### config.mk
export PLATFORM = sky130hd
export DESIGN_NAME = riscv_branch_predecoder
export DESIGN_NICKNAME = d
export VERILOG_FILES = /design/src/hdl/rbp_pkg.sv /design/src/hdl/riscv_branch_predecoder.sv
export SDC_FILE = /design/constraint.sdc
export NUM_CORES = 1
export LEC_CHECK = 0
export BUFFER_PORTS_ARGS = -buffer_cell sky130_fd_sc_hd__buf_2
export CORE_UTILIZATION = 53
export DETAILED_ROUTE_END_ITERATION = 8
export PLACE_DENSITY = 0.76
export SLEW_MARGIN = 10
export SYNTH_ARGS = -nofsm -noshare
export SYNTH_HDL_FRONTEND = slang
export SYNTH_SLANG_ARGS = --single-unit
### constraint.sdc
create_clock -name clk -period 3.8 [get_ports clk]
set_input_delay 0.19 -clock clk [delete_from_list [all_inputs] [get_ports clk]]
set_output_delay 0.19 -clock clk [all_outputs]
set_load 0.05 [all_outputs]
### src/hdl/rbp_pkg.sv
// Shared types and codes for the RV64IC branch predecoder.
// Depends on nothing; used by riscv_branch_predecoder.
`timescale 1ns / 1ps

package rbp_pkg;

  // Result status codes
  localparam logic [1:0] ST_OK    = 2'd0;
  localparam logic [1:0] ST_TRUNC = 2'd1;
  localparam logic [1:0] ST_CDIS  = 2'd2;

  // Instruction lengths in bytes
  localparam logic [2:0] LEN_NONE = 3'd0;
  localparam logic [2:0] LEN_HALF = 3'd2;
  localparam logic [2:0] LEN_WORD = 3'd4;

  // Mnemonic classes
  localparam logic [4:0] MN_CNOP     = 5'd0;
  localparam logic [4:0] MN_CJ       = 5'd1;
  localparam logic [4:0] MN_CJALR    = 5'd2;
  localparam logic [4:0] MN_CEBREAK  = 5'd3;
  localparam logic [4:0] MN_UNK_HALF = 5'd4;
  localparam logic [4:0] MN_RET      = 5'd5;
  localparam logic [4:0] MN_JAL      = 5'd6;
  localparam logic [4:0] MN_JALR     = 5'd7;
  localparam logic [4:0] MN_BEQ      = 5'd8;
  localparam logic [4:0] MN_BNE      = 5'd9;
  localparam logic [4:0] MN_BBAD     = 5'd10;
  localparam logic [4:0] MN_BLT      = 5'd11;
  localparam logic [4:0] MN_BGE      = 5'd12;
  localparam logic [4:0] MN_BLTU     = 5'd13;
  localparam logic [4:0] MN_BGEU     = 5'd14;
  localparam logic [4:0] MN_ADDI     = 5'd15;
  localparam logic [4:0] MN_OPIMM    = 5'd16;
  localparam logic [4:0] MN_ADD      = 5'd17;
  localparam logic [4:0] MN_SUB      = 5'd18;
  localparam logic [4:0] MN_OP       = 5'd19;
  localparam logic [4:0] MN_LD       = 5'd20;
  localparam logic [4:0] MN_LW       = 5'd21;
  localparam logic [4:0] MN_SD       = 5'd22;
  localparam logic [4:0] MN_SW       = 5'd23;
  localparam logic [4:0] MN_UNK_WORD = 5'd24;

  // Major opcodes and fixed encodings
  localparam logic [31:0] ENC_RET    = 32'h0000_8067;
  localparam logic [6:0]  OPC_JAL    = 7'h6f;
  localparam logic [6:0]  OPC_JALR   = 7'h67;
  localparam logic [6:0]  OPC_BRANCH = 7'h63;
  localparam logic [6:0]  OPC_OPIMM  = 7'h13;
  localparam logic [6:0]  OPC_OP     = 7'h33;
  localparam logic [6:0]  OPC_LOAD   = 7'h03;
  localparam logic [6:0]  OPC_STORE  = 7'h23;
  localparam logic [6:0]  F7_SUB     = 7'h20;

  // Register index of the configuration port
  localparam logic REG_CEN = 1'b0;

  // Decoded word carried down the pipe
  typedef struct packed {
    logic [1:0]         status;
    logic [2:0]         length;
    logic [4:0]         mnem;
    logic               is_branch;
    logic               is_call;
    logic               is_terminal;
    logic               target_valid;
    logic [4:0]         dest_reg;
    logic [4:0]         src1_reg;
    logic [4:0]         src2_reg;
    logic signed [11:0] imm;
    logic signed [20:0] disp;
  } dec_t;

endpackage

### src/hdl/riscv_branch_predecoder.sv
// Top level of the RV64IC branch predecoder: decode, split target add, APB register.
// Depends on rbp_pkg.
`timescale 1ns / 1ps

// Usage
//   Input channel: drive in_* with start high; a word is taken at every
//   rising edge with start high and busy low. busy is always low, so a new
//   word may be offered every cycle.
//   Result channel: out_valid is high for exactly one cycle with the result
//   word on out_*; the receiver takes it at the edge that ends that cycle
//   and cannot stall the block.
//   Pipeline: an accepted word passes three register stages (decode, low half
//   of target add, high half of target add) before it is taken.
//   Throughput: one word per cycle, set by the fully pipelined datapath.
//   Config: APB register 0 (byte address 0), bit 0 = compressed_enable,
//   reset 1. pready is always high; write only while the pipe is empty.
//   Reset (rst_n low, synchronous) empties the pipe and restores
//   compressed_enable; no result is produced for words in flight.
//   ADDRESS_WIDTH (32..64) sets the width of the target adder; the target
//   wraps at that width and the upper port bits read zero.
module riscv_branch_predecoder #(
  parameter int ADDRESS_WIDTH = 64
) (
  input  logic               clk,
  input  logic               rst_n,
  // input channel
  input  logic               start,
  output logic               busy,
  input  logic [31:0]        in_instruction_word,
  input  logic [2:0]         in_bytes_available,
  input  logic [63:0]        in_fetch_address,
  // result channel
  output logic               out_valid,
  output logic [1:0]         out_status,
  output logic [2:0]         out_length,
  output logic [4:0]         out_mnemonic_code,
  output logic               out_is_branch,
  output logic               out_is_call,
  output logic               out_is_terminal,
  output logic               out_target_valid,
  output logic [63:0]        out_branch_target,
  output logic [4:0]         out_dest_reg,
  output logic [4:0]         out_src1_reg,
  output logic [4:0]         out_src2_reg,
  output logic signed [11:0] out_immediate,
  // configuration port
  input  logic               psel,
  input  logic               penable,
  input  logic               pwrite,
  input  logic [2:0]         paddr,
  input  logic [31:0]        pwdata,
  output logic [31:0]        prdata,
  output logic               pready
);

  localparam int LO_W = ADDRESS_WIDTH / 2;
  localparam int HI_W = ADDRESS_WIDTH - LO_W;

  // ---------------------------------------------------------------------
  // Configuration register
  // ---------------------------------------------------------------------
  logic cen_r, cen_nxt;
  logic cfg_wr;

  assign pready = 1'b1;
  assign cfg_wr = psel && penable && pwrite;

  always_comb begin
    cen_nxt = cen_r;
    if (cfg_wr && (paddr[2] == rbp_pkg::REG_CEN)) begin
      cen_nxt = pwdata[0];
    end
  end

  always_ff @(posedge clk) begin
    if (!rst_n) begin
      cen_r <= 1'b1;
    end else begin
      cen_r <= cen_nxt;
    end
  end

  always_comb begin
    prdata = '0;
    if (paddr[2] == rbp_pkg::REG_CEN) begin
      prdata[0] = cen_r;
    end
  end

  // never stalls: every stage moves every cycle
  assign busy = 1'b0;

  // ---------------------------------------------------------------------
  // Stage 1: decode
  // ---------------------------------------------------------------------
  rbp_pkg::dec_t dec_nxt;
  logic [15:0]   h;
  logic [31:0]   w;
  logic [11:0]   cj_off;
  logic [20:0]   jal_off;
  logic [12:0]   br_off;

  assign w = in_instruction_word;
  assign h = in_instruction_word[15:0];

  // CJ-format offset scramble
  assign cj_off = {h[12], h[8], h[10:9], h[6], h[7], h[2], h[11], h[5:3], 1'b0};
  assign jal_off = {w[31], w[19:12], w[20], w[30:21], 1'b0};
  assign br_off  = {w[31], w[7], w[30:25], w[11:8], 1'b0};

  always_comb begin
    dec_nxt = '0;
    if (in_bytes_available < 3'd2) begin
      dec_nxt.status = rbp_pkg::ST_TRUNC;
    end else if (w[1:0] != 2'b11) begin
      // 16-bit compressed
      if (!cen_r) begin
        dec_nxt.status = rbp_pkg::ST_CDIS;
      end else begin
        dec_nxt.length = rbp_pkg::LEN_HALF;
        if (h == 16'h0001) begin
          dec_nxt.mnem = rbp_pkg::MN_CNOP;
        end else if (h[1:0] == 2'b01 && h[15:13] == 3'd5) begin
          dec_nxt.mnem         = rbp_pkg::MN_CJ;
          dec_nxt.is_branch    = 1'b1;
          dec_nxt.is_terminal  = 1'b1;
          dec_nxt.target_valid = 1'b1;
          dec_nxt.disp         = {{9{cj_off[11]}}, cj_off};
        end else if (h[1:0] == 2'b10 && h[15:13] == 3'd4 && h[12] && h[6:2] == 5'd0) begin
          if (h[11:7] != 5'd0) begin
            dec_nxt.mnem      = rbp_pkg::MN_CJALR;
            dec_nxt.is_branch = 1'b1;
            dec_nxt.is_call   = 1'b1;
            dec_nxt.src1_reg  = h[11:7];
          end else begin
            dec_nxt.mnem        = rbp_pkg::MN_CEBREAK;
            dec_nxt.is_terminal = 1'b1;
          end
        end else begin
          dec_nxt.mnem = rbp_pkg::MN_UNK_HALF;
        end
      end
    end else if (in_bytes_available < 3'd4) begin
      dec_nxt.status = rbp_pkg::ST_TRUNC;
    end else begin
      // 32-bit
      dec_nxt.length   = rbp_pkg::LEN_WORD;
      dec_nxt.dest_reg = w[11:7];
      dec_nxt.src1_reg = w[19:15];
      dec_nxt.src2_reg = w[24:20];
      if (w[6:0] == rbp_pkg::OPC_JALR || w[6:0] == rbp_pkg::OPC_OPIMM) begin
        dec_nxt.imm = w[31:20];
      end
      if (w == rbp_pkg::ENC_RET) begin
        dec_nxt.mnem        = rbp_pkg::MN_RET;
        dec_nxt.is_terminal = 1'b1;
      end else begin
        unique case (w[6:0])
          rbp_pkg::OPC_JAL: begin
            dec_nxt.mnem         = rbp_pkg::MN_JAL;
            dec_nxt.is_branch    = 1'b1;
            dec_nxt.is_call      = (w[11:7] == 5'd1);
            dec_nxt.is_terminal  = (w[11:7] != 5'd1);
            dec_nxt.target_valid = 1'b1;
            dec_nxt.disp         = jal_off;
          end
          rbp_pkg::OPC_JALR: begin
            dec_nxt.mnem      = rbp_pkg::MN_JALR;
            dec_nxt.is_branch = 1'b1;
            dec_nxt.is_call   = (w[11:7] == 5'd1);
          end
          rbp_pkg::OPC_BRANCH: begin
            unique case (w[14:12])
              3'd0:    dec_nxt.mnem = rbp_pkg::MN_BEQ;
              3'd1:    dec_nxt.mnem = rbp_pkg::MN_BNE;
              3'd4:    dec_nxt.mnem = rbp_pkg::MN_BLT;
              3'd5:    dec_nxt.mnem = rbp_pkg::MN_BGE;
              3'd6:    dec_nxt.mnem = rbp_pkg::MN_BLTU;
              3'd7:    dec_nxt.mnem = rbp_pkg::MN_BGEU;
              default: dec_nxt.mnem = rbp_pkg::MN_BBAD;
            endcase
            dec_nxt.is_branch    = 1'b1;
            dec_nxt.target_valid = 1'b1;
            dec_nxt.disp         = {{8{br_off[12]}}, br_off};
          end
          rbp_pkg::OPC_OPIMM: begin
            dec_nxt.mnem = (w[14:12] == 3'd0) ? rbp_pkg::MN_ADDI : rbp_pkg::MN_OPIMM;
          end
          rbp_pkg::OPC_OP: begin
            if (w[14:12] == 3'd0) begin
              dec_nxt.mnem = (w[31:25] == rbp_pkg::F7_SUB) ? rbp_pkg::MN_SUB
                                                           : rbp_pkg::MN_ADD;
            end else begin
              dec_nxt.mnem = rbp_pkg::MN_OP;
            end
          end
          rbp_pkg::OPC_LOAD: begin
            dec_nxt.mnem = (w[14:12] == 3'd3) ? rbp_pkg::MN_LD : rbp_pkg::MN_LW;
          end
          rbp_pkg::OPC_STORE: begin
            dec_nxt.mnem = (w[14:12] == 3'd3) ? rbp_pkg::MN_SD : rbp_pkg::MN_SW;
          end
          default: begin
            dec_nxt.mnem = rbp_pkg::MN_UNK_WORD;
          end
        endcase
      end
    end
  end

  logic                     s1_v_r;
  rbp_pkg::dec_t            s1_dec_r;
  logic [ADDRESS_WIDTH-1:0] s1_pc_r;

  always_ff @(posedge clk) begin
    if (!rst_n) begin
      s1_v_r <= 1'b0;
    end else begin
      s1_v_r <= start && !busy;
    end
  end

  always_ff @(posedge clk) begin
    s1_dec_r <= dec_nxt;
    s1_pc_r  <= in_fetch_address[ADDRESS_WIDTH-1:0];
  end

  // ---------------------------------------------------------------------
  // Stage 2: low half of target add
  // ---------------------------------------------------------------------
  logic [ADDRESS_WIDTH-1:0] s1_disp_ext;
  logic [LO_W:0]            lo_sum;

  assign s1_disp_ext = {{(ADDRESS_WIDTH-21){s1_dec_r.disp[20]}}, s1_dec_r.disp};
  assign lo_sum = {1'b0, s1_pc_r[LO_W-1:0]} + {1'b0, s1_disp_ext[LO_W-1:0]};

  logic            s2_v_r;
  rbp_pkg::dec_t   s2_dec_r;
  logic [LO_W-1:0] s2_lo_r;
  logic            s2_carry_r;
  logic [HI_W-1:0] s2_pc_hi_r;
  logic [HI_W-1:0] s2_disp_hi_r;

  always_ff @(posedge clk) begin
    if (!rst_n) begin
      s2_v_r <= 1'b0;
    end else begin
      s2_v_r <= s1_v_r;
    end
  end

  always_ff @(posedge clk) begin
    s2_dec_r     <= s1_dec_r;
    s2_lo_r      <= lo_sum[LO_W-1:0];
    s2_carry_r   <= lo_sum[LO_W];
    s2_pc_hi_r   <= s1_pc_r[ADDRESS_WIDTH-1:LO_W];
    s2_disp_hi_r <= s1_disp_ext[ADDRESS_WIDTH-1:LO_W];
  end

  // ---------------------------------------------------------------------
  // Stage 3: high half of target add, output register
  // ---------------------------------------------------------------------
  logic [HI_W-1:0]          hi_sum;
  logic [ADDRESS_WIDTH-1:0] tgt_nxt;

  assign hi_sum = s2_pc_hi_r + s2_disp_hi_r + {{(HI_W-1){1'b0}}, s2_carry_r};

  // target reads zero when there is none
  assign tgt_nxt = s2_dec_r.target_valid ? {hi_sum, s2_lo_r} : '0;

  logic                     out_v_r;
  rbp_pkg::dec_t            out_dec_r;
  logic [ADDRESS_WIDTH-1:0] out_tgt_r;
  logic [63:0]              tgt_ext;

  always_ff @(posedge clk) begin
    if (!rst_n) begin
      out_v_r <= 1'b0;
    end else begin
      out_v_r <= s2_v_r;
    end
  end

  always_ff @(posedge clk) begin
    out_dec_r <= s2_dec_r;
    out_tgt_r <= tgt_nxt;
  end

  always_comb begin
    tgt_ext = '0;
    tgt_ext[ADDRESS_WIDTH-1:0] = out_tgt_r;
  end

  assign out_valid         = out_v_r;
  assign out_status        = out_dec_r.status;
  assign out_length        = out_dec_r.length;
  assign out_mnemonic_code = out_dec_r.mnem;
  assign out_is_branch     = out_dec_r.is_branch;
  assign out_is_call       = out_dec_r.is_call;
  assign out_is_terminal   = out_dec_r.is_terminal;
  assign out_target_valid  = out_dec_r.target_valid;
  assign out_branch_target = tgt_ext;
  assign out_dest_reg      = out_dec_r.dest_reg;
  assign out_src1_reg      = out_dec_r.src1_reg;
  assign out_src2_reg      = out_dec_r.src2_reg;
  assign out_immediate     = out_dec_r.imm;

  // ---------------------------------------------------------------------
  // Assertions
  // ---------------------------------------------------------------------
  // every accepted word comes out at the end of the pipe
  a_latency: assert property (@(posedge clk) disable iff (!rst_n)
    start && !busy |-> ##3 out_valid)
    else $error("result missing three cycles after accept");

  // error results carry no decode
  a_err_clean: assert property (@(posedge clk) disable iff (!rst_n)
    out_valid && out_status != rbp_pkg::ST_OK |->
      out_length == rbp_pkg::LEN_NONE && !out_is_branch && !out_target_valid)
    else $error("error result with decode fields");

  // no target means zero target
  a_tgt_zero: assert property (@(posedge clk) disable iff (!rst_n)
    out_valid && !out_target_valid |-> out_branch_target == 64'd0)
    else $error("branch target set without target_valid");

  // compressed results carry no rd/rs2
  a_half_regs: assert property (@(posedge clk) disable iff (!rst_n)
    out_valid && out_length == rbp_pkg::LEN_HALF |->
      out_dest_reg == 5'd0 && out_src2_reg == 5'd0)
    else $error("compressed result with register fields");

  // no result without an accepted word ahead of it in the pipe
  a_no_spurious: assert property (@(posedge clk) disable iff (!rst_n)
    out_valid |-> $past(s1_v_r, 2))
    else $error("result without accepted word");

endmodule
## Yosys cells after proc, flatten, opt, wreduce, memory -nomap -nowiden

Cells that the tools add are included.

| cells by class | value |
|---|---|
| muxes and demuxes | 45 |
| bitwise gates (word level) | 2 |
| reduce and logical (&&, ||, !) cells | 16 |
| magnitude comparators | 2 |
| equal/unequal tests | 23 |
| add/sub/neg operators | 3 |

Operators by type and width:

| cell | number |
|---|---|
| 2-to-1 mux 21 bit | 5 |
| 2-to-1 mux 60 bit | 1 |
| 2-to-1 mux 5 bit | 9 |
| one-hot mux 21 bit (2 select lines) | 1 |
| one-hot mux 5 bit (7 select lines) | 1 |
| adder 32 x 32 -> 33 bit | 1 |
| adder 32 x 1 -> 32 bit | 1 |
| adder 32 bit | 1 |
| == test 32 x 16 -> 1 bit (second input constant) | 1 |
| == test 7 x 6 -> 1 bit (second input constant) | 3 |
| == test 7 bit (second input constant) | 3 |
| == test 3 bit (second input constant) | 6 |
| one-hot mux 3 bit (6 select lines) | 1 |
| == test 16 x 1 -> 1 bit (second input constant) | 1 |
| 2-to-1 mux 1 bit | 15 |
| 2-to-1 mux 14 bit | 1 |
| 2-to-1 mux 12 bit | 1 |
| 2-to-1 mux 11 bit | 1 |
| 2-to-1 mux 2 bit | 5 |
| 2-to-1 mux 4 bit | 2 |
| == test 7 x 2 -> 1 bit (second input constant) | 1 |
| == test 7 x 5 -> 1 bit (second input constant) | 1 |
| logical AND 1 bit | 7 |
| 2-to-1 mux 3 bit | 2 |
| other kinds (17) | 20 |

| storage, ports and cells | value |
|---|---|
| logic and storage cells | 135 |
| register bits | 342 |
| output and inout bits | 140 |

## Depth between registers and ports, before layout

Gate-level depths: netlist of run 1.

| depth | value |
|---|---|
| depth after elaboration | 9 |
| depth in mapped cells | 11 |
| gate-level depth less buffers | 11 |

## Worst setup path after synthesis of run 1

Ideal clock, no wire load.

| path | value |
|---|---|
| path type | register to register |
| start point | reg s2_disp_hi_r[0] (netlist name) |
| end point | reg out_tgt_r[62], in the netlist out_branch_target[62] |
| arrival time | 2.918 ns |
| path slack | 0.755 ns |
| library setup time | 0.128 ns |
| data required time | 3.672 ns |
| cell stages (with the launch flop) | 10 |
| buffers on the path | 0 |
| clock period less this slack | 3.045 ns |
| path through | dfxtp_1 ha_1 nor2b_1 o31ai_4 a211oi_1 or3b_1 a41o_1 a41oi_1 xor2_1 nor2_1 |

| on the way | value |
|---|---|
| longest elaborated chain between the ends | 2 |

RTL lines:

| what | RTL line | RTL |
|---|---|---|
| adder 32 bit | riscv_branch_predecoder.sv:266 | `assign hi_sum = s2_pc_hi_r + s2_disp_hi_r + {{(HI_W-1){1'b0}}, s2_carry_r};` |
| adder 32 x 1 -> 32 bit | riscv_branch_predecoder.sv:266 |  |
| end signal: assignment | riscv_branch_predecoder.sv:286 | `out_tgt_r <= tgt_nxt;` |
| end: declaration | riscv_branch_predecoder.sv:273 | `logic [ADDRESS_WIDTH-1:0] out_tgt_r;` |

No other way between the ends.
A chain may end at the register's enable or synchronous reset.

## Worst setup path after layout of run 1

| path | value |
|---|---|
| start point | reg s2_disp_hi_r[0] (netlist name) |
| end point | reg out_tgt_r[62], in the netlist out_branch_target[62] |

| on the way | value |
|---|---|
| longest elaborated chain between the ends | 2 |

RTL lines:

| what | RTL line |
|---|---|
| adder 32 bit | riscv_branch_predecoder.sv:266 |
| adder 32 x 1 -> 32 bit | riscv_branch_predecoder.sv:266 |

No other way between the ends.

==> results of run 1 <==
## layer usage
| layer | vias to the layer above | track usage [%] | share of wire (%) |
|---|---|---|---|
| met3 | 72 | 3.40 | 7.2 |
| met1 | 4069 | 27.6 | 41 |
| met5 | - | 0 | 0 |
| met4 | 0 | 9.30 | 3.3 |
| met2 | 386 | 39.8 | 49 |
| li1 | 4420 | - | - |
## critical path, stage by stage (launching register included)
cell	delay, ps
dfxtp_1	350
buf_4	370
ha_1	350
nor2b_1	200
o31ai_4	240
a211oi_1	140
or3b_1	470
a41o_1	320
a41oi_1	260
xor2_1	200
nor2_1	50
## power breakdown
group	total (W)	internal, W	switching (W)
logic	0.000577	0.000217	0.000359
registers	0.00370	0.00366	0.0000360
clock network	0.00320	0.00191	0.00129
## how the worst min path moves through the flow
| stage | from | endpoint | cells after the start |
|---|---|---|---|
| after global placement | in_fetch_address[28] | s1_pc_r[28] | 1 |
| after global routing | in_bytes_available[1] | s1_dec_r[61] | 3 |
| after detailed placement | in_fetch_address[53] | s1_pc_r[53] | 1 |
| after floorplan | in_fetch_address[0] | s1_pc_r[0] | 0 |
| after CTS | in_instruction_word[3] | s1_dec_r[1] | 3 |
| final | in_bytes_available[1] | s1_dec_r[58] | 3 |
## cell type report
| type | instances | area [um2] |
|---|---|---|
| Clock buffer | 45 | 898 |
| Tap cell | 280 | 350 |
| Clock inverter | 13 | 179 |
| Sequential cell | 338 | 6770 |
| Fill cell | 1635 | 6810 |
| Timing Repair Buffer | 313 | 2070 |
| Multi-Input combinational cell | 726 | 4680 |
| Inverter | 19 | 71.3 |
## placed cells by master (no fill, tap or decap), drive strengths merged, types with 23 or more instances in the layout
master       instances
nor2                86
o21ai               45
and2                60
ha                  61
a21oi               90
dfxtp              338
clkbuf              45
conb                34
xor2                23
a21o                29
buf                214
xnor2               30
dlygate4sd3         99
nand2               73
## cell families (layout without fill, tap and decap cells)
group           Yosys count  after routing  synth area share (%)
buf+inv                  86            390                  4.05
flops                   338            338                  57.3
simple gates            315            315                  13.3
fa+ha+maj                64             64                  6.97
compound gates          257            257                  14.1
xor+xnor                 53             53                  3.93
other cells               2             34                0.0636
mux                       3              3                 0.254
## per-stage QoR
step           power (W)  worst slack [ps]
2_1_floorplan    0.00414               755
3_3_place_gp     0.00425               819
3_5_place_dp     0.00426               757
4_1_cts          0.00752               695
5_1_grt          0.00774               535
6_report         0.00748               725
==> results.yml, run 1 <==
place:
  gp_congestion: 0.934
  place_area_um2: 12900
  port_buffers: 211
  post-dp-hpwl_mm: 18.0
  dp.cells: 1577
critical_path:
  reg2reg_depth: 10
  crit_end: "out_branch_target[62]"
  r2r-start: "s2_disp_hi_r[0]"
  crit_arrival_ps: 3510
  cp_data_required_time_ps: 4230
  r2r-end: "out_branch_target[62]"
  startpoint: "s2_disp_hi_r[0]"
  worstSetupStartpointType: "register"
  critPathKind: "reg2reg"
  end_kind: "register"
  setup.reg_to_reg.worst_slack_ps: 720
  critPathMaxFanout: 32
detailed_routing:
  drc_errors: 0
  first_pass_iters: 6
  vias: 8947
  wirelength_mm: 27.0
  wl_per_cell_um: 15.6
  detail-route-antenna-nets: 0
  drtIter0Drc: 599
  vias_per_cell: 5.16
timing:
  fmax_mhz: 325
  finalHoldWorstSlack_ps: 33.2
  relSlewSlack_pct: 34.0
  period_minus_slack_ps: 3080
  tightest_slew_ps: 987
  drv_slew: 0
  hold_viol: 0
  setup_tns_ps: 0
  clock_skew_ps: 9.76
  finalSetupViolations: 0
  rsz0062_at_grt: "false"
  finalCritPeriodShare_pct: 80.9
yosys:
  synth.distinct_cells: 73
  synth_cells: 1118
  yosysTopAreaCell: "dfxtp_1"
  synth.most_common_cell: "dfxtp_1"
  synthArstFlopShare_pct: 0
  ys_seq_area_share_pct: 57.3
  netlist.area_leader.share_pct: 57.3
  netlist_top_cells_area: "dfxtp_1, ha_1, a21oi_1"
  yosys_register_bits: 338
  ys.flop_type: "dfxtp_1"
  postSynthAreaPerCell_um2: 10.6
  synth_area_um2: 11800
  yosysWarnings: 0
  synth_edf_count: 0
  synth_top_cells_by_count: "dfxtp_1, a21oi_1, nor2_1"
worst_hold_path:
  hp-class: "in2reg"
grt:
  grt_pass1_wl_mm: 40.7
  grt_overflow_total: 0
  grt_pass1_vias: 8468
  antenna_found_initial: 0
  grt_max_degree: 43
  track_usage_pct: 22.7
floorplanning:
  die_h_um: 151
  ios: 280
  coreArea_um2: 21800
  rows: 54
  start_util_pct: 54.1
  die_width_um: 151
  die_area_um2: 22900
pwr:
  powerDensity_nw_per_um2: 498
  leakage_nw: 6.98
  irDropWorstVdd_uv: 351
cells_and_area:
  final_area_um2: 15000
  final_util_pct: 68.8
  nets: 1633
  drive_gt1_share_pct: 19.6
  fin_cells: 1734
  syn2layout_area_growth_pct: 27.2
  diodes: 0
clock_network:
  htreeDepth: 1
  cts_tree: "built"
  ctsRootBufferMaster: "clkbuf_16"
  clk_pin_slew_ps: 70
  post_cts_buffers: 0
  clockBufferDepth: 3
  numCtsBuffers: 31
  post_cts_resized: 0
  clk-insertion-delay-late_ps: 550
  cts.sinks: 338
  cts-hold-fix-buffers: 98
run:
  drv_cap: 0
run_status:
  status: "completed"
(Power assumes the default switching activity.)
==> run 2, diff against run 1 <==
--- a/config.mk
+++ b/config.mk
@@ -6,9 +6,9 @@
 export NUM_CORES = 1
 export LEC_CHECK = 0
 export BUFFER_PORTS_ARGS = -buffer_cell sky130_fd_sc_hd__buf_2
-export CORE_UTILIZATION = 53
+export CORE_UTILIZATION = 48
 export DETAILED_ROUTE_END_ITERATION = 8
-export PLACE_DENSITY = 0.76
+export PLACE_DENSITY = 0.72
 export SLEW_MARGIN = 10
 export SYNTH_ARGS = -nofsm -noshare
 export SYNTH_HDL_FRONTEND = slang
==> constraint.sdc (replaced) <==
create_clock -name clk -period 2.6 [get_ports clk]
set_input_delay 0.13 -clock clk [delete_from_list [all_inputs] [get_ports clk]]
set_output_delay 0.13 -clock clk [all_outputs]
set_load 0.05 [all_outputs]
==> results.yml, run 2 (synthesized netlist as in run 1, its figures left out) <==
pwr:
  powerDensity_nw_per_um2: 708
  irDropWorstVdd_uv: 607
  leakage_nw: 7.31
detailed_routing:
  wl_per_cell_um: 14.8
  first_pass_iters: 5
  vias_per_cell: 4.95
  vias: 9107
  detail-route-antenna-nets: 0
  drtIter0Drc: 611
  drc_errors: 0
  wirelength_mm: 27.3
critical_path:
  r2r-start: "s1_pc_r[1]"
  critPathMaxFanout: 8
  end_kind: "register"
  crit_arrival_ps: 3060
  startpoint: "in_instruction_word[6]"
  worstSetupStartpointType: "input port"
  critPathKind: "in2reg"
  cp_data_required_time_ps: 3070
cells_and_area:
  syn2layout_area_growth_pct: 33.4
  layout_common_cells: "dfxtp_1, buf_2, dlygate4sd3_1"
  final_util_pct: 64.9
  nFillCells: 1876
  final_common_cell: "dfxtp_1"
  drive_gt1_share_pct: 24.7
  final_area_um2: 15700
  nets: 1693
grt:
  grt_pass1_vias: 8749
  antenna_found_initial: 1
  grt-busiest-layer: "met2"
  use_met1_pct: 26.7
  met2_usage_pct: 36.2
  use_met3_pct: 3.74
  track_usage_pct: 21.1
  grt_pass1_wl_mm: 43.3
  grt_overflow_total: 0
  grt_max_degree: 42
timing:
  tightest_slew_ps: 631
  fmax_mhz: 386
  finalCritPeriodShare_pct: 99.6
  relSlewSlack_pct: 58.0
  finalSetupViolations: 0
  drv_slew: 0
  hold_viol: 0
  period_minus_slack_ps: 2590
  rsz0062_at_grt: "true"
  clock_skew_ps: 17.3
floorplanning:
  coreArea_um2: 24200
  start_util_pct: 48.7
  die_width_um: 159
  die_h_um: 159
  die_area_um2: 25200
  ios: 280
  rows: 57
clock_network:
  ctsRootBufferMaster: "clkbuf_16"
  htreeDepth: 2
  cts_tree: "built"
  clk-insertion-delay-late_ps: 520
  clk_pin_slew_ps: 60
  numCtsBuffers: 35
  clockBufferDepth: 3
  cts.sinks: 338
run_status:
  status: "completed"
place:
  gp_congestion: 0.877
  port_buffers: 211
  post-dp-hpwl_mm: 18.9
  place_area_um2: 13400
worst_hold_path:
  hp-class: "in2reg"
  hp-start: "in_instruction_word[14]"
run:
  drv_cap: 0
==> run 2: final timing paths <==
path,end,slack (ps),cells after the start
worst max-delay path,s1_dec_r[39],10,8
worst min-delay path,s1_dec_r[14],50,4
worst max register to register,s2_lo_r[27],60,11
worst min register to register,s2_dec_r[61],320,0
==> run 2: layer usage <==
layer / wire [um] / vias to the layer above
met1: 11800 / 4174
met4: 597 / 0
li1: - / 4545
met5: 0 / -
met3: 1600 / 51
met2: 13300 / 337
==> run 2: layout make-up <==
class / instances / area (um2) / area share (%)
Multi-Input combinational cell: 726 / 4840 / 30.8
Timing Repair Buffer: 369 / 2500 / 15.9
Sequential cell: 338 / 6770 / 43.0
Antenna cell: 1 / 2.50 / 0.0159
Clock inverter: 16 / 171 / 1.09
Inverter: 19 / 71.3 / 0.453
Tap cell: 324 / 405 / 2.58
Clock buffer: 48 / 975 / 6.19
==> run 2: critical path, stage by stage <==
cell,delay (ps)
dlygate4sd3_1,560
buf_2,190
nor2_1,230
nand3b_1,140
or4_1,580
nor3b_2,460
a22o_1,210
dlygate4sd3_1,550
==> run 2: stage by stage <==
step / std cells / hold WS [ps] / TNS (ps) / setup slack [ps] / power [W]
6_report: 1841 / 50.8 / 0 / 11.4 / 0.0111
5_1_grt: 1841 / 55.7 / -172 / -55.7 / 0.0115
4_1_cts: 1837 / 19.5 / -58.9 / -58.9 / 0.0112
3_5_place_dp: 1674 / 234 / -322 / -219 / 0.00627
3_3_place_gp: 1674 / 233 / -153 / -153 / 0.00626
2_1_floorplan: 1150 / 158 / -31.1 / -26.7 / 0.00605
==> run 2: what timing repair did <==
item | in CTS | in global routing
hold endpoints to repair | 111 | 0
buffers inserted | 1 | 4
hold buffers | 98 | 0
endpoints found under the setup margin | 5 | 17
pin swaps | 10 | 12
resized for setup | 8 | 25
==> run 2: power by group <==
part	internal, W	switching, W
Sequential	0.00535	0.0000510
Combinational	0.000354	0.000538
Clock	0.00279	0.00205
==> run 3, diff against run 2 <==
--- a/config.mk
+++ b/config.mk
@@ -5,10 +5,12 @@
 export SDC_FILE = /design/constraint.sdc
 export NUM_CORES = 1
 export LEC_CHECK = 0
+export ABC_AREA = 1
 export BUFFER_PORTS_ARGS = -buffer_cell sky130_fd_sc_hd__buf_2
-export CORE_UTILIZATION = 48
+export CORE_UTILIZATION = 51
+export CTS_BUF_LIST = sky130_fd_sc_hd__clkbuf_4 sky130_fd_sc_hd__clkbuf_8
 export DETAILED_ROUTE_END_ITERATION = 8
-export PLACE_DENSITY = 0.72
+export PLACE_DENSITY = 0.75
 export SLEW_MARGIN = 10
 export SYNTH_ARGS = -nofsm -noshare
 export SYNTH_HDL_FRONTEND = slang
==> results.yml, run 3 <==
yosys:
  synth.distinct_cells: 40
  ys.flop_type: "dfxtp_1"
  synthArstFlopShare_pct: 0
  synth.most_common_cell: "nand2_1"
  yosysTopAreaCell: "dfxtp_1"
  synth_top_cells_by_count: "nand2_1, dfxtp_1, inv_1"
  synth_edf_count: 0
  postSynthAreaPerCell_um2: 7.87
  ys_seq_area_share_pct: 51.5
  yosysWarnings: 0
  synth_cells: 1668
  synth_area_um2: 13100
  netlist.area_leader.share_pct: 51.5
  netlist_top_cells_area: "dfxtp_1, nand2_1, inv_1"
  yosys_register_bits: 338
timing:
  setup_tns_ps: 0
  fmax_mhz: 434
  clock_skew_ps: 17.4
  drv_slew: 0
  tightest_slew_ps: 651
  rsz0062_at_grt: "false"
  finalCritPeriodShare_pct: 88.7
  finalSetupViolations: 0
  period_minus_slack_ps: 2310
  hold_viol: 0
  relSlewSlack_pct: 56.6
worst_hold_path:
  hp-class: "in2reg"
pwr:
  leakage_nw: 8.84
  irDropWorstVdd_uv: 613
  powerDensity_nw_per_um2: 667
floorplanning:
  ios: 280
  rows: 58
  start_util_pct: 52.0
  die_h_um: 162
  die_area_um2: 26400
  coreArea_um2: 25300
  die_width_um: 162
clock_network:
  clk-insertion-delay-late_ps: 590
  cts_tree: "built"
  post_cts_buffers: 0
  cts.sinks: 338
  numCtsBuffers: 52
  clk_pin_slew_ps: 60
  htreeDepth: 2
  post_cts_resized: 0
  cts-hold-fix-buffers: 108
  clockBufferDepth: 3
  ctsRootBufferMaster: "clkbuf_8"
critical_path:
  crit_end: "out_branch_target[60]"
  critPathKind: "reg2reg"
  end_kind: "register"
  r2r-start: "s2_disp_hi_r[0]"
  setup.reg_to_reg.worst_slack_ps: 290
  reg2reg_depth: 11
  r2r-end: "out_branch_target[60]"
  cp_data_required_time_ps: 3070
  crit_arrival_ps: 2780
  startpoint: "s2_disp_hi_r[0]"
  worstSetupStartpointType: "register"
  critPathMaxFanout: 4
cells_and_area:
  drive_gt1_share_pct: 16.7
  syn2layout_area_growth_pct: 27.1
  layout_common_cells: "nand2_1, dfxtp_1, inv_1"
  final_common_cell: "nand2_1"
  final_area_um2: 16700
  diodes: 0
  nFillCells: 2085
  multi_input_area_um2: 5180
  nets: 2231
  register_area_um2: 6770
run:
  drv_cap: 0
grt:
  track_usage_pct: 26.0
  grt_pass1_vias: 11400
  antenna_found_initial: 0
  grt_pass1_wl_mm: 53.6
  grt_max_degree: 36
  grt_overflow_total: 0
detailed_routing:
  drc_errors: 0
  vias: 11400
  detail-route-antenna-nets: 0
  wirelength_mm: 34.4
  drtIter0Drc: 651
  wl_per_cell_um: 14.3
  vias_per_cell: 4.77
  first_pass_iters: 5
place:
  post-dp-hpwl_mm: 24.9
  place_area_um2: 14400
  port_buffers: 211
  gp_congestion: 0.979
run_status:
  status: "completed"
## run 3: worst min path at each step
stage	start	endpoint	slack, ps	depth (start not counted)
after global routing	in_instruction_word[14]	s1_dec_r[54]	60	5
final	in_instruction_word[14]	s1_dec_r[54]	40	5
after CTS	in_instruction_word[12]	s1_dec_r[12]	6	5
after detailed placement	in_fetch_address[22]	s1_pc_r[22]	230	1
after global placement	in_fetch_address[31]	s1_pc_r[31]	230	1
after floorplan	in_fetch_address[0]	s1_pc_r[0]	160	0
## run 3: per-stage QoR
step | setup WS (ps) | util (%) | hold slack (ps) | total power, W | instances
detailed placement | 278 | 57.2 | 234 | 0.00631 | 2195
global placement | 338 | 57.2 | 232 | 0.00630 | 2195
finish | 294 | 66.1 | 39.3 | 0.0111 | 2399
floorplan | 89.0 | - | 158 | 0.00609 | 1700
global route | 127 | 66.1 | 57.3 | 0.0116 | 2399
CTS | 254 | 66.1 | 5.85 | 0.0112 | 2399
## run 3: layer usage
layer  wire (um)  vias to the layer above  track usage [%]
met4        1360                        0             12.0
met1       13900                     5141             29.4
met2       17200                      371             47.3
li1            -                     5825                -
met3        1920                      109             4.28
met5           0                        -                0
## run 3: worst max-delay path, cell delays in order, from the launching register on
cell and delay (ps):
dfxtp_1 400, fa_1 330, inv_1 100, fa_1 400, inv_1 130, nand3_1 80, nand3_1 150, nand3_1 90
nand3_1 200, nand2_1 100, a21oi_1 150, nor2_1 60
## run 3: area by class of cell
cell class | instances | share of cell area [%]
Multi-Input combinational cell | 1055 | 31.1
Tap cell | 330 | 2.47
Inverter | 257 | 5.78
Timing Repair Buffer | 323 | 13.1
Clock buffer | 83 | 6.21
Clock inverter | 13 | 0.817
Sequential cell | 338 | 40.5
## run 3: where the power goes
part	leakage, nW	internal, W	switching, W
clock network	0.623	0.00275	0.00205
logic	5.44	0.000311	0.000612
registers	2.78	0.00536	0.0000594
total	8.84	0.00841	0.00272
## run 3: cell families (layout without fill, tap and decap cells)
family	count (synthesis)	after routing	synth area share [%]
flip-flops	338	338	51.5
other	2	34	0.0572
XOR/XNOR	18	18	1.20
AND/OR/NAND/NOR	767	767	24.1
buffers and inverters	307	676	9.93
adder cells (fa/ha/maj)	64	64	6.27
AO/OA/AOI/OAI	172	172	6.91
